$ cat src/rtl/rsc_pkg.sv
// Shared types, codes and helpers of the RPN stack calculator.
package rsc_pkg;

   localparam int STACK_DEPTH = 128;
   localparam int FRAC_BITS   = 16;
   localparam int DATA_W      = 32;
   localparam int ADDR_W      = $clog2(STACK_DEPTH);
   localparam int CNT_W       = $clog2(STACK_DEPTH + 1);
   localparam int DIV_W       = DATA_W + FRAC_BITS;
   localparam int QUEUE_DEPTH = 2;

   localparam logic [3:0] OPC_PUSH  = 4'd0;
   localparam logic [3:0] OPC_ADD   = 4'd1;
   localparam logic [3:0] OPC_SUB   = 4'd2;
   localparam logic [3:0] OPC_MUL   = 4'd3;
   localparam logic [3:0] OPC_DIV   = 4'd4;
   localparam logic [3:0] OPC_MOD   = 4'd5;
   localparam logic [3:0] OPC_POP   = 4'd6;
   localparam logic [3:0] OPC_PEEK  = 4'd7;
   localparam logic [3:0] OPC_DUP   = 4'd8;
   localparam logic [3:0] OPC_SWAP  = 4'd9;
   localparam logic [3:0] OPC_CLEAR = 4'd10;
   localparam logic [3:0] OPC_NOP   = 4'd15;

   localparam logic [2:0] ST_OK     = 3'd0;
   localparam logic [2:0] ST_UNDER  = 3'd1;
   localparam logic [2:0] ST_FULL   = 3'd2;
   localparam logic [2:0] ST_ZDIV   = 3'd3;
   localparam logic [2:0] ST_ZMOD   = 3'd4;
   localparam logic [2:0] ST_NONINT = 3'd5;

   localparam logic [DATA_W-1:0] FRAC_MASK = DATA_W'((64'd1 << FRAC_BITS) - 64'd1);

   typedef struct packed {
      logic [3:0]        kind;
      logic [DATA_W-1:0] operand;
   } cmd_type;

   typedef struct packed {
      logic    valid;
      cmd_type cmd;
   } qhead_type;

   // saturate a magnitude with sign to a signed 32-bit word
   function automatic logic [DATA_W-1:0] sat32(input logic [63:0] m, input logic neg);
      logic [DATA_W-1:0] r;
      if (neg) begin
         if (m > 64'h8000_0000) r = 32'h8000_0000;
         else r = -m[31:0];
      end else begin
         if (m > 64'h7FFF_FFFF) r = 32'h7FFF_FFFF;
         else r = m[31:0];
      end
      return r;
   endfunction

endpackage

$ cat src/rtl/rsc_front.sv
// Command intake: decode of the opcode and a short queue toward the executer.
module rsc_front import rsc_pkg::*; (
   input  logic              clock,
   input  logic              reset,
   input  logic              start,
   output logic              busy,
   input  logic [3:0]        req_opcode,
   input  logic [DATA_W-1:0] req_operand,
   output qhead_type         head,
   input  logic              pop
);

   localparam int QP_W = (QUEUE_DEPTH > 1) ? $clog2(QUEUE_DEPTH) : 1;
   localparam int QF_W = $clog2(QUEUE_DEPTH + 1);

   cmd_type           q_ff [QUEUE_DEPTH];
   logic [QP_W-1:0]   rd_ptr_ff, rd_ptr_in;
   logic [QP_W-1:0]   wr_ptr_ff, wr_ptr_in;
   logic [QF_W-1:0]   fill_ff, fill_in;
   logic              accept;
   logic              do_pop;
   cmd_type           cmd;

   always_comb begin
      cmd.operand = req_operand;
      unique case (req_opcode) inside
         OPC_PUSH, OPC_ADD, OPC_SUB, OPC_MUL, OPC_DIV, OPC_MOD,
         OPC_POP, OPC_PEEK, OPC_DUP, OPC_SWAP, OPC_CLEAR: cmd.kind = req_opcode;
         default: cmd.kind = OPC_NOP;
      endcase
   end

   assign busy   = (fill_ff == QF_W'(QUEUE_DEPTH));
   assign accept = start && !busy;
   assign do_pop = pop && (fill_ff != '0);

   always_comb begin
      rd_ptr_in = rd_ptr_ff;
      wr_ptr_in = wr_ptr_ff;
      if (do_pop) rd_ptr_in = (rd_ptr_ff == QP_W'(QUEUE_DEPTH - 1)) ? '0 : rd_ptr_ff + 1'b1;
      if (accept) wr_ptr_in = (wr_ptr_ff == QP_W'(QUEUE_DEPTH - 1)) ? '0 : wr_ptr_ff + 1'b1;
      fill_in = fill_ff + QF_W'(accept) - QF_W'(do_pop);
   end

   always_ff @(posedge clock) begin
      if (reset) begin
         rd_ptr_ff <= '0;
         wr_ptr_ff <= '0;
         fill_ff   <= '0;
      end else begin
         rd_ptr_ff <= rd_ptr_in;
         wr_ptr_ff <= wr_ptr_in;
         fill_ff   <= fill_in;
      end
   end

   always_ff @(posedge clock) begin
      if (accept) q_ff[wr_ptr_ff] <= cmd;
   end

   assign head.valid = (fill_ff != '0);
   assign head.cmd   = q_ff[rd_ptr_ff];

endmodule

$ cat config.mk
export PLATFORM = sky130hd
export DESIGN_NAME = rsc_front
export DESIGN_NICKNAME = d
export VERILOG_FILES = /design/src/rtl/rsc_pkg.sv /design/src/rtl/rsc_front.sv
export SDC_FILE = /design/constraint.sdc
export NUM_CORES = 1
export LEC_CHECK = 0
export BUFFER_PORTS_ARGS = -buffer_cell sky130_fd_sc_hd__buf_2
export CAP_MARGIN = 10
export CORE_UTILIZATION = 42
export DETAILED_ROUTE_END_ITERATION = 10
export GPL_TIMING_DRIVEN = 0
export PLACE_DENSITY = 0.66
export SYNTH_ARGS = -nofsm -noshare
export SYNTH_HDL_FRONTEND = slang
export SYNTH_SLANG_ARGS = --single-unit
$ cat constraint.sdc
create_clock -name clock -period 2.4 [get_ports clock]
set_input_delay 0 -clock clock [delete_from_list [all_inputs] [get_ports clock]]
set_output_delay 0 -clock clock [all_outputs]
set_load 0.02 [all_outputs]
==> results of run 1 <==
-- logic make-up after synthesis --
group                      after synthesis
DFF                                     77
muxes                                   36
xor gates and xnor gates                 2
buffers and inverters                    9
adders and majority gates                2
and+or+nand+nor                         11
AOI/OAI and AO/OA                        6
-- where the power goes --
part           switching, mW  internal [mW]
Sequential            0.0543           1.72
Clock                  0.426          0.465
Combinational          0.707          0.526
Total                   1.19           2.71
-- flip-flops by register name (all words and copies together), names as in the netlist, named ones only --
register   flops
q_ff          72
rd_ptr_ff      1
fill_ff        2
wr_ptr_ff      1
-- through the flow --
step / cell area (µm²) / setup slack, ns / hold WS [ns] / setup TNS (ns)
4_1_cts: 3900 / 0.481 / 0.0552 / 0
3_3_place_gp: 3340 / -0.00626 / 0.188 / -0.185
6_report: 3900 / 0.515 / 0.0709 / 0
5_1_grt: 3900 / 0.379 / 0.115 / 0
2_1_floorplan: 2860 / 0.419 / 0.0691 / 0
3_5_place_dp: 3340 / 0.494 / 0.191 / 0
-- critical path: stages (launching register included) --
cell and delay (ns):
dfxtp_1 0.37, nand2b_2 0.16, inv_2 0.04, or3_1 0.33, inv_2 0.61
-- layout make-up --
type                       count  share of cell area
buffer                         5             0.00803
clock buffer                   9              0.0318
clock inverter                 5              0.0135
inverter                       4             0.00385
multi-input combinational     57               0.141
sequential                    77               0.580
tap                           77              0.0247
timing repair buffer         115               0.196
-- layout by cell type (no fill, tap or decap) --
| master | n |
|---|---|
| a21o_1 | 2 |
| a21oi_1 | 1 |
| a31o_2 | 1 |
| and2_1 | 1 |
| and3_2 | 1 |
| buf_2 | 78 |
| buf_4 | 3 |
| bufinv_16 | 1 |
| clkbuf_1 | 1 |
| clkbuf_8 | 9 |
| clkinv_1 | 1 |
| clkinv_2 | 2 |
| dfxtp_1 | 5 |
| dlygate4sd3_1 | 38 |
| edfxtp_1 | 72 |
| ha_1 | 2 |
| inv_1 | 2 |
| inv_2 | 2 |
| inv_6 | 1 |
| mux2_2 | 36 |
| nand2_1 | 1 |
| nand2b_2 | 1 |
| nor2_1 | 3 |
| nor2b_1 | 1 |
| nor3_1 | 1 |
| o21a_1 | 1 |
| o21ai_0 | 1 |
| or2_2 | 1 |
| or3_1 | 1 |
| xnor2_1 | 1 |
| xor2_1 | 1 |
-- layer usage --
layer,vias to the layer above,GRT usage,part of all wire
li1,798,-,-
met5,-,0,0
met2,49,0.251,0.52
met1,773,0.167,0.41
met4,0,0.0740,0.015
met3,8,0.0452,0.055
-- path summary, 6_finish.rpt --
kind                            startpoint          end  slack [ns]  depth (start not counted)
worst max register to register  fill_ff[0]  q_ff[0][32]        0.52                          4
worst min-delay path                 start    wr_ptr_ff        0.07                          4
worst max-delay path            fill_ff[0]  q_ff[0][32]        0.52                          4
worst min register to register   wr_ptr_ff    wr_ptr_ff        0.49                          2
==> reports/qor.yml, run 1 <==
run_status:
  status: "finished, violations left"
  violations: "DRC"
layout:
  areaGrowthSynthToFinish_pct: 36.3
  finish.net_count: 311
  n_fill_cell: 517
  n_antenna_cell: 0
  stdcell_count: 349
  utilization: 0.603
  regArea_um2: 2260
  multi_input_area_um2: 551
  drive_above_1_share: 0.500
pwr:
  power_mw: 3.89
  powerDensity_nw_per_um2: 999
  ir_worst_vdd_mv: 0.687
  p_leak_nw: 1.52
clock_network:
  cts_buffer_depth: 2
  clk_pin_slew_ns: 0.07
  cts_resized: 0
  numCtsBuffers: 9
  cts_setup_buffers: 0
  numClockSinks: 77
  cts_hold_buf: 38
  cts_root_buffer: "clkbuf_8"
  cts_tree: "built"
  insertion_delay_ns: 0.33
  h-tree-depth: 3
floorplanning:
  fp.dieH_um: 84.5
  num_rows: 29
  core_um2: 6460
  initial_core_util: 0.443
  ioPinCount: 78
  die_w_um: 84.5
  die_area_um2: 7140
worst_setup_path:
  worstPathRequired_ns: 2.35
  path_class: "flop to flop"
  endpoint_kind: "flop"
  cp-start-kind: "flop"
  worstPathArrival_ns: 1.84
  path_max_fanout: 36
sta:
  finalMaxSlewViolations: 0
  rsz0062_at_grt: "false"
  timing.fmax_mhz: 531
  fin_crit_sh: 0.785
  worstMarginPinSlew_ns: 0.881
  max-slew-margin-rel: 0.412
  finalHoldViolCount: 0
  finalSetupViolCount: 0
  fin_skew_ns: 0.00628
  period_needed_ns: 1.88
yosys:
  syn-cell-area_um2: 2860
  synth.most_common_cell: "edfxtp_1"
  synth.lib_cells_used.distinct: 25
  synth-adder-area-share: 0.00875
  synth_warnings: 0
  synth-edff-count: 72
  synth_xor_area_frac: 0.00613
  syn_area_per_cell_um2: 20.0
  synth-simple-area-share: 0.0214
  synth-compound-area-share: 0.0144
  synthCells: 143
  synth_top_area_share: 0.756
  ys_seq_area_frac: 0.791
  synth_seq_cells: 77
  ys.flop_type: "edfxtp_1"
  netlist_top_cells_count: "edfxtp_1, mux2_2, dfxtp_1"
  synth_async_sr_flop_share: 0
  synthTopCellsByArea: "edfxtp_1, mux2_2, dfxtp_1, ha_1, buf_4"
  synth_top_family_by_area: "multiplexers"
  synthMuxAreaShare: 0.142
  synth_largest_area_cell: "edfxtp_1"
  synthesis.nets: 185
placed_design:
  numPortBuffers: 77
  dp_hpwl_um: 2820
  routabilityCongestion: 0.664
  dpl.cell_count: 297
route:
  routed_wirelength_um: 4890
  detail-route-antenna-nets: 0
  vias_per_cell: 4.66
  num_vias: 1628
  wl_per_cell_um: 14.0
  drtIter0Drc: 71
  dr.pass1.iters: 10
  drc: 6
global_routing:
  antenna_found_initial: 0
  grt_overflow: 0
  grt_pass1_wl_um: 7730
  grt_pass1_vias: 1676
  grt_max_degree: 37
  grt_usage: 0.147
job:
  maxCapViolations: 0
worst_hold_path:
  holdCritPathClass: "input port to flop"
No activity file was read; power rests on OpenSTA's default activity.
==> inputs of run 2 (changes only) <==
Settings changed: PLACE_DENSITY 0.66 to 0.69.
Clock period 2.4 ns to 1.7 ns, I/O delays scaled along.
==> run 2 against run 1 <==
  * Clock power increased by 60%
  * Utilization increased by 1.8 points
  * First-iteration DRC count increased by 23%
  * Register-to-register slack got worse by 0.39 ns
  * Critical endpoint is now q_ff[0][15]
  * Non-clock buffer count increased by 5
  * The run still ends with DRC left
==> reports/qor.yml, run 2 (synthesis gave the netlist of run 1 again) <==
run_status:
  status: "finished, violations left"
  violations: "DRC"
worst_setup_path:
  reg2reg_slack_ns: 0.13  # -0.39 ns
  worstPathArrival_ns: 1.62  # -0.22 ns
  cpMaxStageDelayCell: "or3_1"
  path_max_fanout: 9  # -75%
  path_buf_inv: 3  # +1
  crit_chain: "nand2b_2 -> inv_2 -> or3_1 -> clkinvlp_4 -> buf_12"
  worstPathRequired_ns: 1.75  # -0.60 ns
  endpoint_kind: "flop"
  path_class: "flop to flop"
  critPathTopFamily: "simple AND/OR/NAND/NOR gates"
  critPathMaxStageDelay_ns: 0.44  # -0.17 ns
  cp-start-kind: "flop"
sta:
  timing.fmax_mhz: 637  # +20%
  max-slew-margin-rel: 0.653  # +0.240
  finalSetupTns_ns: 0  # unchanged
  finalHoldViolCount: 0  # unchanged
  period_needed_ns: 1.57  # -0.314 ns
  hold_ws_ns: 0.0965  # +0.0256 ns
  finalMaxSlewViolations: 0  # unchanged
  worstMarginPinSlew_ns: 0.521  # -0.360 ns
  fin_skew_ns: 0.00640  # +0.000115 ns
  rsz0062_at_grt: "false"
  finalSetupViolCount: 0  # unchanged
  fin_crit_sh: 0.924  # +0.139
pwr:
  p_switching_mw: 1.75  # +47%
  intPower_mw: 4.06  # +50%
  clkPwrFrac: 0.246  # +0.017
  p_sw_frac: 0.301  # -0.00388
  combPwrFrac: 0.324  # +0.007
  p_leak_nw: 1.55  # +2.2%
  p_seq_frac: 0.429  # -0.025
  ir_worst_vdd_mv: 0.808  # +18%
  powerDensity_nw_per_um2: 1450  # +45%
floorplanning:
  ioPinCount: 78  # unchanged
  die_area_um2: 7140  # unchanged
  initial_core_util: 0.443  # unchanged
  core_um2: 6460  # unchanged
  die_w_um: 84.5  # unchanged
  num_rows: 29  # unchanged
  fp.dieH_um: 84.5  # unchanged
placed_design:
  numPortBuffers: 77  # unchanged
  dpl.cell_count: 297  # unchanged
  dpl_cell_area_um2: 3340  # +0.11%
  routabilityCongestion: 0.707  # +6.4%
  dp_hpwl_um: 2950  # +4.4%
layout:
  largest-register: "q_ff"
  multi_input_area_um2: 562  # +2.0%
  largest_reg_flops: 72  # unchanged
  final_common_cell: "buf_2"
  layout_common_cells: "buf_2, edfxtp_1, dlygate4sd3_1"
  n_antenna_cell: 0  # unchanged
  areaGrowthSynthToFinish_pct: 40.4
  finish.net_count: 317  # +1.9%
  n_fill_cell: 486  # -6.0%
  final_cell_area_um2: 4010  # +3.0%
  drive_above_1_share: 0.516  # +0.0161
  stdcell_count: 356  # +2.0%
  top_regs: "q_ff (72), fill_ff (2)"
  regArea_um2: 2260  # about the same
clock_network:
  insertion_delay_ns: 0.33  # about the same
  numCtsBuffers: 9  # unchanged
  numClockSinks: 77  # unchanged
  h-tree-depth: 3  # unchanged
  cts_tree: "built"
  cts_root_buffer: "clkbuf_8"
  cts_buffer_depth: 2  # unchanged
  clk_pin_slew_ns: 0.07  # about the same
global_routing:
  antenna_found_initial: 0  # unchanged
  grt_pass1_wl_um: 8280  # +7.1%
  grt_max_degree: 37  # unchanged
  grt_pass1_vias: 1769  # +5.5%
  grt_usage: 0.157  # +0.0103
  grt_overflow: 0  # unchanged
route:
  detail-route-antenna-nets: 0  # unchanged
  dr.pass1.iters: 9  # -1
  wl_per_cell_um: 14.8  # +5.9%
  routed_wirelength_um: 5280  # +8.0%
  vias_per_cell: 4.74  # +1.6%
  drtIter0Drc: 87  # +23%
  num_vias: 1687  # +3.6%
  drc: 6  # unchanged
job:
  maxCapViolations: 0  # unchanged
worst_hold_path:
  holdCritPathClass: "input port to flop"
[run 2: tightest hold or removal path, stage by stage]
cell,delay (ns)
buf_2,0.10
inv_1,0.05
o21ai_0,0.16
a21oi_1,0.07
[run 2: layout make-up]
| cell class | count | area share |
|---|---|---|
| plain buffers | 5 | 0.00842 |
| clock buffers | 10 | 0.0318 |
| clock inverters | 5 | 0.0190 |
| inverters | 4 | 0.00468 |
| multi-input cells | 57 | 0.140 |
| flip-flops and latches | 77 | 0.564 |
| well taps | 77 | 0.0240 |
| repair buffers | 120 | 0.206 |
| repair inverters | 1 | 0.00187 |
[run 2: routing by layer]
metal	share of wire	global-route usage
met1	0.42	0.183
met2	0.50	0.261
met3	0.056	0.0600
met4	0.018	0.0663
met5	0	0
[run 2: power groups by stage]
stage          clock network [mW]  registers, mW  logic (mW)
6_report                     1.43           2.50        1.89
5_1_grt                      1.54           2.53        2.03
4_1_cts                      1.45           2.50        1.89
3_5_place_dp                    0           2.55        1.70
3_3_place_gp                    0           2.53        1.69
2_1_floorplan                   0           2.52        1.21
[run 2: per-stage QoR]
stage | worst slack, ns | total power, mW | utilization
after global routing | 0.0175 | 6.09 | 0.621
after detailed placement | -0.267 | 4.25 | 0.518
after CTS | 0.0432 | 5.83 | 0.620
after global placement | -0.249 | 4.22 | 0.518
final | 0.129 | 5.82 | 0.621
after floorplan | 0.0127 | 3.72 | -
[run 2: path summary, 6_finish.rpt]
check,start,to,cells past startpoint
max,fill_ff[0],q_ff[0][15],5
min,start,wr_ptr_ff,4
max reg2reg,fill_ff[0],q_ff[0][15],5
min reg2reg,wr_ptr_ff,wr_ptr_ff,2
[run 2: repair_timing]
| action | CTS | global route |
|---|---|---|
| cloned | 1 | 0 |
| hold endpoints to repair | 77 | 0 |
| gates resized for setup | 2 | 3 |
| hold buffers | 38 | 0 |
| endpoints found under the setup margin | 72 | 23 |
| buffers inserted | 5 | 0 |
