`config.mk`:
```
export PLATFORM = sky130hd
export DESIGN_NAME = rsc_back
export DESIGN_NICKNAME = d
export VERILOG_FILES = /design/src/rtl/rsc_pkg.sv /design/src/rtl/rsc_div.sv /design/src/rtl/rsc_back.sv
export SDC_FILE = /design/constraint.sdc
export NUM_CORES = 2
export LEC_CHECK = 0
export BUFFER_PORTS_ARGS = -buffer_cell sky130_fd_sc_hd__buf_2
export CAP_MARGIN = 20
export CORE_UTILIZATION = 59
export CTS_CLUSTER_SIZE = 28
export DETAILED_ROUTE_END_ITERATION = 12
export HOLD_SLACK_MARGIN = 0.15
export PLACE_DENSITY = 0.85
export SLEW_MARGIN = 20
export SYNTH_ARGS = -nofsm -noshare
export SYNTH_HDL_FRONTEND = slang
export SYNTH_SLANG_ARGS = --single-unit
```
`constraint.sdc`:
```
create_clock -name clock -period 7.6 [get_ports clock]
set_input_delay 1.52 -clock clock [delete_from_list [all_inputs] [get_ports clock]]
set_output_delay 1.52 -clock clock [all_outputs]
set_load 0.01 [all_outputs]
```
`src/rtl/rsc_pkg.sv`:
```
// Shared types, codes and helpers of the RPN stack calculator.
package rsc_pkg;

   localparam int STACK_DEPTH = 128;
   localparam int FRAC_BITS   = 16;
   localparam int DATA_W      = 32;
   localparam int ADDR_W      = $clog2(STACK_DEPTH);
   localparam int CNT_W       = $clog2(STACK_DEPTH + 1);
   localparam int DIV_W       = DATA_W + FRAC_BITS;
   localparam int QUEUE_DEPTH = 2;

   localparam logic [3:0] OPC_PUSH  = 4'd0;
   localparam logic [3:0] OPC_ADD   = 4'd1;
   localparam logic [3:0] OPC_SUB   = 4'd2;
   localparam logic [3:0] OPC_MUL   = 4'd3;
   localparam logic [3:0] OPC_DIV   = 4'd4;
   localparam logic [3:0] OPC_MOD   = 4'd5;
   localparam logic [3:0] OPC_POP   = 4'd6;
   localparam logic [3:0] OPC_PEEK  = 4'd7;
   localparam logic [3:0] OPC_DUP   = 4'd8;
   localparam logic [3:0] OPC_SWAP  = 4'd9;
   localparam logic [3:0] OPC_CLEAR = 4'd10;
   localparam logic [3:0] OPC_NOP   = 4'd15;

   localparam logic [2:0] ST_OK     = 3'd0;
   localparam logic [2:0] ST_UNDER  = 3'd1;
   localparam logic [2:0] ST_FULL   = 3'd2;
   localparam logic [2:0] ST_ZDIV   = 3'd3;
   localparam logic [2:0] ST_ZMOD   = 3'd4;
   localparam logic [2:0] ST_NONINT = 3'd5;

   localparam logic [DATA_W-1:0] FRAC_MASK = DATA_W'((64'd1 << FRAC_BITS) - 64'd1);

   typedef struct packed {
      logic [3:0]        kind;
      logic [DATA_W-1:0] operand;
   } cmd_type;

   typedef struct packed {
      logic    valid;
      cmd_type cmd;
   } qhead_type;

   // saturate a magnitude with sign to a signed 32-bit word
   function automatic logic [DATA_W-1:0] sat32(input logic [63:0] m, input logic neg);
      logic [DATA_W-1:0] r;
      if (neg) begin
         if (m > 64'h8000_0000) r = 32'h8000_0000;
         else r = -m[31:0];
      end else begin
         if (m > 64'h7FFF_FFFF) r = 32'h7FFF_FFFF;
         else r = m[31:0];
      end
      return r;
   endfunction

endpackage

```
`src/rtl/rsc_div.sv`:
```
// Radix-2 restoring divider, one quotient bit per cycle.
module rsc_div import rsc_pkg::*; (
   input  logic              clock,
   input  logic              reset,
   input  logic              start,
   input  logic [DIV_W-1:0]  dividend,
   input  logic [DATA_W-1:0] divisor,
   output logic              done,
   output logic [DIV_W-1:0]  quotient,
   output logic [DATA_W-1:0] remainder
);

   localparam int STEP_W = $clog2(DIV_W + 1);

   logic [DIV_W-1:0]  dq_ff;
   logic [DATA_W-1:0] rem_ff;
   logic [DATA_W-1:0] dsr_ff;
   logic [STEP_W-1:0] step_ff;
   logic              run_ff;
   logic              done_ff;
   logic [DATA_W:0]   trial;
   logic [DATA_W:0]   diff;
   logic              ge;

   assign trial = {rem_ff, dq_ff[DIV_W-1]};
   assign diff  = trial - {1'b0, dsr_ff};
   assign ge    = (trial >= {1'b0, dsr_ff});

   always_ff @(posedge clock) begin
      if (reset) begin
         run_ff  <= 1'b0;
         done_ff <= 1'b0;
         step_ff <= '0;
      end else begin
         done_ff <= 1'b0;
         if (start) begin
            run_ff  <= 1'b1;
            step_ff <= STEP_W'(DIV_W);
         end else if (run_ff) begin
            step_ff <= step_ff - 1'b1;
            if (step_ff == STEP_W'(1)) begin
               run_ff  <= 1'b0;
               done_ff <= 1'b1;
            end
         end
      end
   end

   always_ff @(posedge clock) begin
      if (start) begin
         dq_ff  <= dividend;
         rem_ff <= '0;
         dsr_ff <= divisor;
      end else if (run_ff) begin
         dq_ff  <= {dq_ff[DIV_W-2:0], ge};
         rem_ff <= ge ? diff[DATA_W-1:0] : trial[DATA_W-1:0];
      end
   end

   assign done      = done_ff;
   assign quotient  = dq_ff;
   assign remainder = rem_ff;

endmodule

```
`src/rtl/rsc_back.sv`:
```
// Command executer: stack sequencer, multiplier and result register.
module rsc_back import rsc_pkg::*; (
   input  logic              clock,
   input  logic              reset,
   input  qhead_type         head,
   output logic              pop,
   output logic              ram_wr_en,
   output logic [ADDR_W-1:0] ram_wr_addr,
   output logic [DATA_W-1:0] ram_wr_data,
   output logic              ram_rd_en,
   output logic [ADDR_W-1:0] ram_rd_addr,
   input  logic [DATA_W-1:0] ram_rd_data,
   output logic              rsp_strobe,
   output logic [DATA_W-1:0] rsp_value,
   output logic              rsp_value_valid,
   output logic [2:0]        rsp_status,
   output logic [7:0]        rsp_depth
);

   localparam logic [3:0] S_IDLE  = 4'd0;
   localparam logic [3:0] S_RD1   = 4'd1;
   localparam logic [3:0] S_RD2   = 4'd2;
   localparam logic [3:0] S_RD3   = 4'd3;
   localparam logic [3:0] S_EXEC  = 4'd4;
   localparam logic [3:0] S_MUL   = 4'd5;
   localparam logic [3:0] S_MULW  = 4'd6;
   localparam logic [3:0] S_DIV   = 4'd7;
   localparam logic [3:0] S_DIVW  = 4'd8;
   localparam logic [3:0] S_SWAP2 = 4'd9;

   logic [3:0]        state_ff, state_in;
   logic [CNT_W-1:0]  cnt_ff, cnt_in;
   logic [3:0]        kind_ff;
   logic [DATA_W-1:0] operand_ff;
   logic [DATA_W-1:0] a_ff, b_ff;
   logic [DATA_W-1:0] mag_a_ff, mag_b_ff;
   logic              neg_ff;
   logic [63:0]       prod_ff;
   logic              strobe_ff;
   logic [DATA_W-1:0] value_ff;
   logic              vvalid_ff;
   logic [2:0]        status_ff;
   logic [7:0]        depth_ff;

   logic              fin;
   logic [DATA_W-1:0] res_value;
   logic              res_valid;
   logic [2:0]        res_status;
   logic              have_a, have_b, full;
   logic [CNT_W-1:0]  base;
   logic [2:0]        st_two;
   logic              div_start, div_done;
   logic [DIV_W-1:0]  div_dividend;
   logic [DIV_W-1:0]  div_quo;
   logic [DATA_W-1:0] div_rem;

   function automatic logic [DATA_W-1:0] sat_add(input logic [DATA_W-1:0] x,
                                                 input logic [DATA_W-1:0] y,
                                                 input logic sub);
      logic [DATA_W:0] s;
      logic [DATA_W-1:0] r;
      if (sub) s = {x[DATA_W-1], x} - {y[DATA_W-1], y};
      else s = {x[DATA_W-1], x} + {y[DATA_W-1], y};
      if (s[DATA_W] != s[DATA_W-1]) r = s[DATA_W] ? 32'h8000_0000 : 32'h7FFF_FFFF;
      else r = s[DATA_W-1:0];
      return r;
   endfunction

   assign have_b = (cnt_ff != '0);
   assign have_a = (cnt_ff > CNT_W'(1));
   assign full   = (cnt_ff == CNT_W'(STACK_DEPTH));
   assign base   = cnt_ff - (have_a ? CNT_W'(2) : (have_b ? CNT_W'(1) : CNT_W'(0)));
   assign st_two = have_a ? ST_OK : ST_UNDER;

   assign div_dividend = (kind_ff == OPC_DIV) ? (DIV_W'(mag_a_ff) << FRAC_BITS)
                                              : DIV_W'(mag_a_ff);

   rsc_div u_div (
      .clock     (clock),
      .reset     (reset),
      .start     (div_start),
      .dividend  (div_dividend),
      .divisor   (mag_b_ff),
      .done      (div_done),
      .quotient  (div_quo),
      .remainder (div_rem)
   );

   always_comb begin
      state_in    = state_ff;
      cnt_in      = cnt_ff;
      pop         = 1'b0;
      ram_rd_en   = 1'b0;
      ram_rd_addr = ADDR_W'(cnt_ff - CNT_W'(1));
      ram_wr_en   = 1'b0;
      ram_wr_addr = ADDR_W'(base);
      ram_wr_data = operand_ff;
      div_start   = 1'b0;
      fin         = 1'b0;
      res_value   = '0;
      res_valid   = 1'b0;
      res_status  = ST_OK;
      unique case (state_ff)
         S_IDLE: begin
            if (head.valid) begin
               pop      = 1'b1;
               state_in = S_RD1;
            end
         end
         S_RD1: begin
            ram_rd_en = 1'b1;
            state_in  = S_RD2;
         end
         S_RD2: begin
            ram_rd_en   = 1'b1;
            ram_rd_addr = ADDR_W'(cnt_ff - CNT_W'(2));
            state_in    = S_RD3;
         end
         S_RD3: state_in = S_EXEC;
         S_EXEC: begin
            case (kind_ff)
               OPC_PUSH: begin
                  fin = 1'b1;
                  if (full) res_status = ST_FULL;
                  else begin
                     ram_wr_en   = 1'b1;
                     ram_wr_addr = ADDR_W'(cnt_ff);
                     cnt_in      = cnt_ff + CNT_W'(1);
                  end
               end
               OPC_ADD, OPC_SUB: begin
                  fin         = 1'b1;
                  ram_wr_en   = 1'b1;
                  ram_wr_data = sat_add(a_ff, b_ff, kind_ff == OPC_SUB);
                  cnt_in      = base + CNT_W'(1);
                  res_status  = st_two;
               end
               OPC_MUL: state_in = S_MUL;
               OPC_DIV: begin
                  if (b_ff == '0) begin
                     fin        = 1'b1;
                     cnt_in     = cnt_ff - CNT_W'(have_b);
                     res_status = have_b ? ST_ZDIV : ST_UNDER;
                  end else state_in = S_DIV;
               end
               OPC_MOD: begin
                  if (b_ff == '0) begin
                     fin        = 1'b1;
                     cnt_in     = base;
                     res_status = have_a ? ST_ZMOD : ST_UNDER;
                  end else if (((a_ff & FRAC_MASK) != '0) || ((b_ff & FRAC_MASK) != '0)) begin
                     fin        = 1'b1;
                     cnt_in     = base;
                     res_status = have_a ? ST_NONINT : ST_UNDER;
                  end else state_in = S_DIV;
               end
               OPC_POP: begin
                  fin        = 1'b1;
                  res_value  = b_ff;
                  res_valid  = have_b;
                  res_status = have_b ? ST_OK : ST_UNDER;
                  cnt_in     = cnt_ff - CNT_W'(have_b);
               end
               OPC_PEEK: begin
                  fin        = 1'b1;
                  res_value  = b_ff;
                  res_valid  = have_b;
                  res_status = have_b ? ST_OK : ST_UNDER;
               end
               OPC_DUP: begin
                  fin = 1'b1;
                  if (!have_b) res_status = ST_UNDER;
                  else if (full) res_status = ST_FULL;
                  else begin
                     ram_wr_en   = 1'b1;
                     ram_wr_addr = ADDR_W'(cnt_ff);
                     ram_wr_data = b_ff;
                     cnt_in      = cnt_ff + CNT_W'(1);
                  end
               end
               OPC_SWAP: begin
                  if (!have_a) begin
                     fin        = 1'b1;
                     res_status = ST_UNDER;
                  end else begin
                     ram_wr_en   = 1'b1;
                     ram_wr_addr = ADDR_W'(cnt_ff - CNT_W'(1));
                     ram_wr_data = a_ff;
                     state_in    = S_SWAP2;
                  end
               end
               OPC_CLEAR: begin
                  fin    = 1'b1;
                  cnt_in = '0;
               end
               default: fin = 1'b1;
            endcase
         end
         S_MUL: state_in = S_MULW;
         S_MULW: begin
            fin         = 1'b1;
            ram_wr_en   = 1'b1;
            ram_wr_data = sat32(prod_ff >> FRAC_BITS, neg_ff);
            cnt_in      = base + CNT_W'(1);
            res_status  = st_two;
         end
         S_DIV: begin
            div_start = 1'b1;
            state_in  = S_DIVW;
         end
         S_DIVW: begin
            if (div_done) begin
               fin        = 1'b1;
               ram_wr_en  = 1'b1;
               cnt_in     = base + CNT_W'(1);
               res_status = st_two;
               if (kind_ff == OPC_DIV) ram_wr_data = sat32(64'(div_quo), neg_ff);
               else ram_wr_data = a_ff[DATA_W-1] ? -div_rem : div_rem;
            end
         end
         S_SWAP2: begin
            fin         = 1'b1;
            ram_wr_en   = 1'b1;
            ram_wr_addr = ADDR_W'(cnt_ff - CNT_W'(2));
            ram_wr_data = b_ff;
         end
         default: state_in = S_IDLE;
      endcase
      if (fin) state_in = S_IDLE;
   end

   always_ff @(posedge clock) begin
      if (reset) begin
         state_ff  <= S_IDLE;
         cnt_ff    <= '0;
         strobe_ff <= 1'b0;
         value_ff  <= '0;
         vvalid_ff <= 1'b0;
         status_ff <= ST_OK;
         depth_ff  <= '0;
      end else begin
         state_ff  <= state_in;
         cnt_ff    <= cnt_in;
         strobe_ff <= fin;
         if (fin) begin
            value_ff  <= res_value;
            vvalid_ff <= res_valid;
            status_ff <= res_status;
            depth_ff  <= 8'(cnt_in);
         end
      end
   end

   always_ff @(posedge clock) begin
      if (pop) begin
         kind_ff    <= head.cmd.kind;
         operand_ff <= head.cmd.operand;
      end
      // entries above the count are never taken as operands
      if (state_ff == S_RD2) b_ff <= have_b ? ram_rd_data : '0;
      if (state_ff == S_RD3) a_ff <= have_a ? ram_rd_data : '0;
      if (state_ff == S_EXEC) begin
         mag_a_ff <= a_ff[DATA_W-1] ? -a_ff : a_ff;
         mag_b_ff <= b_ff[DATA_W-1] ? -b_ff : b_ff;
         neg_ff   <= a_ff[DATA_W-1] ^ b_ff[DATA_W-1];
      end
      if (state_ff == S_MUL) prod_ff <= 64'(mag_a_ff) * 64'(mag_b_ff);
   end

   assign rsp_strobe      = strobe_ff;
   assign rsp_value       = value_ff;
   assign rsp_value_valid = vvalid_ff;
   assign rsp_status      = status_ff;
   assign rsp_depth       = depth_ff;

endmodule

```
==> results_dict.tcl <==
set metrics [dict create \
    status "complete, but fails checks" \
    violations "setup timing" \
    dp_hpwl_um 149000 \
    ant_nets 0 \
    cp.required_ns 7.92 \
    drtIter0Drc 5939 \
    worst-path-max-fanout 6 \
    synth_area_leader_cell "fa_1" \
    die_w_um 317 \
    end_kind "flop" \
    grt_use_total_pct 38.6 \
    fin_nets 8169 \
    antenna_found_initial 16 \
    synthCells 6460 \
    netlist-cell-type-count 88 \
    ys.flop_type "edfxtp_1" \
    syn_area_per_cell_um2 9.07 \
    syn2layout_area_growth_pct 17.3 \
    report.final.slew_viol_count 0 \
    grt_pass1_vias 51400 \
    ios 165 \
    start_kind "flop" \
    wl_per_cell_um 24.6 \
    syn_nets 7770 \
    clk_pin_slew_ns 0.07 \
    synth_area_um2 58600 \
    grt_overflow 0 \
    htreeDepth 2 \
    drv_cap 0 \
    dp.cells 7957 \
    ys_seq_area_share_pct 18.3 \
    start_util_pct 59.5 \
    ys_top_cells_by_area "fa_1 31%, edfxtp_1 15%, ha_1 7.3%" \
    cts_tree "built" \
    drtPass1Iterations 6 \
    drc 0 \
    timing.final.crit_share_pct 107 \
    numCtsBuffers 43 \
    clock_sinks 390 \
    design.core.area_um2 98400 \
    portBuffers 164 \
    synth_edf_count 293 \
    crit_arrival_ns 8.43 \
    cp_common_cell "fa_2" \
    final_layout_size_suffix_gt1_share_pct 18.0 \
    slowest_delay_ns 0.58 \
    yosysTopAreaCellShare_pct 30.7 \
    clock_skew_ns 0.0368 \
    path_class "reg2reg" \
    via_per_inst 6.27 \
    yosysWarnings 0 \
    die_area_um2 101000 \
    fin_ws_ns -0.513 \
    rsz0062_at_grt "true" \
    fmax_ghz 0.123 \
    min_path_type "reg2reg" \
    drt-total-wl_um 201000 \
    worstSkewPairLatency_ns 0.60 \
    fillCellCount 6911 \
    gp_congestion 1.01 \
    vias 51300 \
    layout_min_cycle_time_ns 8.11 \
    slew_headroom_pct 26.0 \
    synthArstFlopShare_pct 0 \
    cts_root_buf "clkbuf_16" \
    clockBufferDepth 3 \
    crit_slowest_cell "fa_2" \
    grt_pass1_wl_um 296000 \
    rows 115 \
    ys_ff_latch 390 \
    grt_max_degree 83 \
    tightest_slew_ns 1.10 \
    fin_cells 8185 \
    finalSetupViolCount 55 \
    final_hold_viol_count 0 \
    die_h_um 317 \
    cts_hold_buf 0 \
]
critical path: cells and delay by family (launching register included):
kind	cells	cell delay [ns]
flops	1	0.51
simple gates	3	0.67
compound gates	6	1.14
buf+inv	7	0.84
xor+xnor	1	0.15
fa+ha+maj	9	4.50
cell type report:
| class | count | area, um2 | area share, % |
|---|---|---|---|
| multi-input combinational | 4685 | 44500 | 64.8 |
| sequential | 390 | 10700 | 15.6 |
| timing repair buffer | 764 | 6700 | 9.76 |
| inverter | 975 | 3660 | 5.33 |
| tap | 1287 | 1610 | 2.34 |
| clock buffer | 52 | 1180 | 1.72 |
| clock inverter | 27 | 298 | 0.434 |
| antenna | 5 | 12.5 | 0.0182 |
flip-flops by register name (all words and copies together), names as in the netlist:
register,count
a_ff,32
b_ff,32
cnt_ff,8
kind_ff,4
mag_a_ff,32
mag_b_ff,32
neg_ff,1
operand_ff,32
prod_ff,48
rsp_depth,8
rsp_status,3
rsp_strobe,1
rsp_value,32
rsp_value_valid,1
state_ff,4
u_div.done,1
u_div.dsr_ff,32
u_div.quotient,48
u_div.remainder,32
u_div.run_ff,1
u_div.step_ff,6
per-layer routing:
layer	track usage, %	part of all wire (%)	wire length (um)
met1	50.5	36	73100
met2	61.1	46	92200
met3	8.86	11	22900
met4	17.9	6.4	12900
met5	0	0.076	153
stage by stage:
step / hold slack (ns) / TNS, ns / utilization, % / cell area, um2 / setup slack, ns
2_1_floorplan: 0.469 / 0 / - / 58600 / 0.0954
3_3_place_gp: 0.445 / -8.47 / 64.5 / 63500 / -0.653
3_5_place_dp: 0.450 / -10.29 / 64.5 / 63500 / -0.752
4_1_cts: 0.461 / -2.74 / 67.8 / 66800 / -0.225
5_1_grt: 0.494 / -19.63 / 69.8 / 68700 / -0.611
6_report: 0.457 / -10.33 / 69.8 / 68700 / -0.513
Yosys cell counts, types with 73 or more instances:
cell / count
xor2_1: 102
edfxtp_1: 293
nor2_1: 209
nor3_1: 73
a21o_1: 78
o21ai_0: 210
nand2_1: 755
xnor2_1: 173
inv_1: 972
and2_1: 641
dfxtp_1: 97
fa_1: 898
clkbuf_1: 373
ha_1: 341
a21oi_1: 283
nand3_1: 97
worst paths after layout:
path                                            startpoint                    endpoint  slack, ns  cells past startpoint
worst max-delay path                mag_a_ff[11]$_DFFE_PP_       prod_ff[54]$_DFFE_PP_      -0.51                     26
worst min-delay path            rsp_value[31]$_SDFFE_PP0P_  rsp_value[31]$_SDFFE_PP0P_       0.46                      2
worst max register to register      mag_a_ff[11]$_DFFE_PP_       prod_ff[54]$_DFFE_PP_      -0.51                     26
worst min register to register  rsp_value[31]$_SDFFE_PP0P_  rsp_value[31]$_SDFFE_PP0P_       0.46                      2
cells by family (layout without fill, tap and decap cells):
kind of cell               Yosys count  count (layout)  synth area share, %
and+or+nand+nor                   2100            2100                 18.3
buffers and inverters             1385            1818                 8.94
adders and majority gates         1239            1239                 38.0
AOI/OAI and AO/OA                 1041            1041                 11.8
DFF                                390             390                 18.3
xor gates and xnor gates           276             276                 4.16
muxes                               29              29                0.502
other                                0               5                    0
timing repair:
item	4_1_cts	5_1_grt
endpoints found under the setup margin	66	72
buffers inserted	86	70
gates resized for setup	240	320
cloned	8	6
pin swaps	169	249
endpoints found under the hold margin	0	0
placed cells by master, fill, tap and decap left out, types with 55 or more instances in the layout:
cell / n
inv_1: 917
fa_1: 840
nand2_1: 742
and2_1: 593
buf_4: 439
ha_1: 308
edfxtp_1: 293
a21oi_1: 239
nor2_1: 195
o21ai_0: 194
xnor2_1: 163
buf_2: 154
dfxtp_1: 96
buf_6: 94
xor2_1: 93
nand3_1: 88
a21o_1: 78
nor3_1: 69
buf_12: 59
fa_2: 58
and3_1: 57
inv_2: 55
Power is not shown: default switching activity piles up to over one toggle a cycle in this logic, so the estimate is an artifact.
